--- src/pcme_pkg.sv ---
`timescale 1ns / 1ps
`default_nettype none
package pcme_pkg;

   typedef enum logic [1:0] {
      FUNC_WEIGHT  = 2'd0,
      FUNC_BIAS    = 2'd1,
      FUNC_FEATURE = 2'd2,
      FUNC_NONE    = 2'd3
   } func_type;

   typedef struct packed {
      logic [1:0]         func;
      logic [5:0]         out_index;
      logic [5:0]         in_index;
      logic signed [15:0] sample;
      logic signed [31:0] bias_word;
   } req_type;

   typedef struct packed {
      logic [5:0]         out_channel;
      logic [15:0]        pixel_index;
      logic signed [31:0] out_value;
      logic               last;
   } rsp_type;

   localparam logic [1:0] REG_IN_CH  = 2'd0;
   localparam logic [1:0] REG_OUT_CH = 2'd1;
   localparam logic [1:0] REG_PIXELS = 2'd2;

   localparam int ACC_W = 48;

   typedef enum logic [1:0] {
      ST_IDLE,
      ST_MAC,
      ST_EMIT
   } state_type;

endpackage
`default_nettype wire

--- src/pcme_front.sv ---
`timescale 1ns / 1ps
`default_nettype none
module pcme_front (
   input  wire               clock,
   input  wire               reset,
   input  wire               req_push,
   output logic              req_full,
   input  pcme_pkg::req_type req_word,
   output logic              q_valid,
   output pcme_pkg::req_type q_word,
   input  wire               q_take
);
   import pcme_pkg::*;

   // two-entry queue; drop unused func codes at the door
   req_type  mem_ff [2];
   logic     wp_ff, wp_in, rp_ff, rp_in;
   logic [1:0] cnt_ff, cnt_in;
   logic     wr, rd;

   assign req_full = (cnt_ff == 2'd2);
   assign wr = req_push && !req_full && (req_word.func != FUNC_NONE);
   assign rd = q_take && (cnt_ff != 2'd0);
   assign q_valid = (cnt_ff != 2'd0);
   assign q_word = mem_ff[rp_ff];

   always_comb begin
      wp_in = wp_ff ^ wr;
      rp_in = rp_ff ^ rd;
      cnt_in = cnt_ff + {1'b0, wr} - {1'b0, rd};
   end

   always_ff @(posedge clock) begin
      if (reset) begin
         wp_ff <= 1'b0;
         rp_ff <= 1'b0;
         cnt_ff <= 2'd0;
      end else begin
         wp_ff <= wp_in;
         rp_ff <= rp_in;
         cnt_ff <= cnt_in;
      end
      if (wr) mem_ff[wp_ff] <= req_word;
   end
endmodule
`default_nettype wire

--- config.mk ---
export PLATFORM = sky130hd
export DESIGN_NAME = pcme_front
export DESIGN_NICKNAME = d
export VERILOG_FILES = /design/src/pcme_pkg.sv /design/src/pcme_front.sv
export SDC_FILE = /design/constraint.sdc
export NUM_CORES = 1
export LEC_CHECK = 0
export ABC_AREA = 1
export BUFFER_PORTS_ARGS = -buffer_cell sky130_fd_sc_hd__buf_2
export CELL_PAD_IN_SITES_DETAIL_PLACEMENT = 1
export CELL_PAD_IN_SITES_GLOBAL_PLACEMENT = 1
export CORE_UTILIZATION = 48
export CTS_CLUSTER_DIAMETER = 60
export CTS_CLUSTER_SIZE = 16
export DETAILED_ROUTE_END_ITERATION = 7
export GPL_ROUTABILITY_DRIVEN = 0
export PLACE_DENSITY_LB_ADDON = 0.1
export SYNTH_ARGS = -nofsm -noshare
export SYNTH_HDL_FRONTEND = slang
export SYNTH_SLANG_ARGS = --single-unit
--- constraint.sdc ---
create_clock -name clock -period 3.94 [get_ports clock]
set_input_delay 0.197 -clock clock [delete_from_list [all_inputs] [get_ports clock]]
set_output_delay 0.197 -clock clock [all_outputs]
set_load 0.01 [all_outputs]
==> flow_summary.json <==
{
  "status": "complete, no violations",
  "finalSetupTns_ns": 0,
  "num_rows": 36,
  "rrSetupSlack_ns": 1.89,
  "antenna_found_initial": 0,
  "worstPathMaxFanout": 64,
  "hpwl_mm": 6.24,
  "ff_latch_area_mm2": 0.00381,
  "multi_input_area_mm2": 0.00105,
  "cts_made_buffers": 17,
  "rsz0062_at_grt": "no",
  "path_delay_family": "flip-flops",
  "cp-startpoint": "rp_ff",
  "synthCells": 230,
  "chipWidth_um": 104,
  "num_io_pins": 130,
  "regToRegEndpoint": "mem_ff[0][53]",
  "cp_cell_sequence": "mux2_2 -> buf_2",
  "path_clk_slew_ns": 0.06,
  "synth_top_area_cell": "edfxtp_1",
  "dieArea_mm2": 0.0109,
  "skew_ns": 0.00551,
  "grt_first_pass_wirelength_mm": 16.9,
  "grt_pass1_vias": 3087,
  "power_leakage_nw": 2.79,
  "drive_gt1_share_pct": 50.0,
  "routed_wl_mm": 10.8,
  "htreeDepth": 4,
  "avgSynthCellArea_um2": 21.8,
  "antenna_cells": 0,
  "period_minus_slack_ns": 2.47,
  "synthesis.nets": 300,
  "finalPower_mw": 4.26,
  "crit_path_end_kind": "output pin",
  "slew-limit-headroom_pct": 19.8,
  "fillers": 879,
  "ys_ff_latch": 128,
  "clock-root-buffer": "clkbuf_8",
  "max_cap_viol_count": 0,
  "post_cts_buffers": 0,
  "die_h_um": 104,
  "cp_slowest_stage_delay_ns": 1.14,
  "initial_core_util_pct": 50.4,
  "synth_common_cells": "124 x edfxtp_1, 58 x mux2_4, 10 x inv_1, 9 x nor2_1, 7 x nand2_1",
  "postCtsResizedCells": 0,
  "grt_max_degree": 65,
  "hold-path-cell-count": 5,
  "netlist.area_leader.share_pct": 74.3,
  "arrival_ns": 2.28,
  "tightest_slew_ns": 1.20,
  "cts_buffer_depth": 2,
  "netlist_top_cells_area": "edfxtp_1 74%, mux2_4 17%, buf_12 2.4%",
  "cts.sinks": 128,
  "ys.flop_type": "edfxtp_1",
  "timing.final.crit_share_pct": 62.8,
  "min_to": "wp_ff",
  "required_ns": 3.74,
  "r2r_start": "cnt_ff[1]",
  "critical_path_class": "register to output pin",
  "power_density_mw_per_mm2": 613,
  "fmax_mhz": 404,
  "ys_seq_area_share_pct": 75.9,
  "drt_drc_violations_left": 0,
  "synth_cell_types": 12,
  "cp_num_buf_inv": 1,
  "wl_per_cell_um": 18.5,
  "hold_path_class": "input pin to register",
  "cts_hold_buf": 64,
  "peakVddDrop_v": 0.000542,
  "slew_violations": 0,
  "fin_nets": 509,
  "clk-insertion-delay-late_ns": 0.51,
  "num_vias": 2778,
  "hp-start": "req_push",
  "critical_path.startpoint_type": "register",
  "overflow": 0,
  "drt-initial-drc-count": 84,
  "track_usage_pct": 21.3,
  "first_pass_iters": 4,
  "ys_warn_count": 0,
  "hold_viol_final": 0,
  "core_area_mm2": 0.00995,
  "io_buffers": 129,
  "drtAntennaViolNets": 0,
  "rr_worst_depth": 5,
  "netlist_area_mm2": 0.00501,
  "setup_viol_count_final": 0,
  "synthArstFlopShare_pct": 0,
  "critPathSlowestCell": "dfxtp_4",
  "cts_tree": "built",
  "syn_to_final_growth_pct": 38.5,
  "synth.most_common_cell": "edfxtp_1",
  "post_drt_via_cell_ratio": 4.75,
  "synth-edff-count": 124
}
==> cell usage in the layout (no fill, tap or decap), types with 2 or more instances in the layout <==
cell type,synthesis,final
buf_2,0,129
edfxtp_1,124,124
dlygate4sd3_1,0,64
mux2_4,58,58
clkbuf_16,0,16
inv_1,10,10
nor2_1,9,9
nand2_1,7,7
clkinv_2,0,5
mux2_2,4,4
buf_4,0,4
clkbuf_1,0,3
bufinv_16,0,3
dfxtp_1,4,3
nand3_1,2,2
ha_1,4,2
ha_2,0,2
clkinvlp_4,0,2
==> sequential cells by signal, indices dropped and copies added (netlist names) <==
name	cells
mem_ff	124
rp_ff	1
cnt_ff	2
wp_ff	1
==> worst max-delay path by stage <==
| stage | endpoint | slack (ns) | cells past startpoint |
|---|---|---|---|
| finish | q_word[1] | 1.47 | 2 |
| global route | q_word[1] | 1.36 | 2 |
| CTS | q_word[1] | 1.44 | 2 |
| detailed placement | mem_ff[0][13] | 1.87 | 5 |
| global placement | mem_ff[1][13] | 1.95 | 5 |
| floorplan | mem_ff[1][0] | 1.34 | 4 |
==> power breakdown <==
part           switching (mW)  total, mW  leakage (nW)  internal [mW]
registers               0.149       1.84          1.18           1.69
logic                   0.402      0.919          1.33          0.517
clock network           0.540       1.49         0.276          0.955
total                    1.09       4.26          2.79           3.17
==> layer usage <==
metal	routed length [µm]	vias up	global-route usage, %
met5	0	-	0
met4	93	0	5.82
li1	-	1302	-
met2	5740	87	36.7
met1	4540	1381	25.1
met3	448	8	7.71
==> worst min-delay path: stages <==
cell and delay (ns):
buf_2 0.09, nand2_1 0.05, nor2_1 0.18, ha_2 0.19
nor2_1 0.04
==> cells by family after synthesis <==
logic type	share of synthesized area (%)
AO/OA/AOI/OAI	0.0997
adder cells (fa/ha/maj)	0.998
buffers and inverters	3.37
flip-flops	75.9
multiplexers	18.3
AND/OR/NAND/NOR	1.40
==> metrics by stage <==
step                instance area (µm²)  util (%)  hold WS (ns)  setup WS [ns]  instances
finish                             6940      69.7         0.287           1.47        585
global placement                   5730      57.6         0.385           1.95        489
detailed placement                 5730      57.6         0.390           1.87        489
CTS                                6940      69.7         0.269           1.44        585
floorplan                          5010         -         0.264           1.34        230
global route                       6940      69.7         0.311           1.36        585
==> layout make-up <==
type                       count  share of cell area [%]
sequential                   128                    54.8
clock inverter                12                    2.05
tap                          133                    2.40
inverter                      10                   0.541
clock buffer                  20                    6.13
timing repair buffer         197                    19.0
multi-input combinational     85                    15.1
Power figures use the tool's default switching activity.
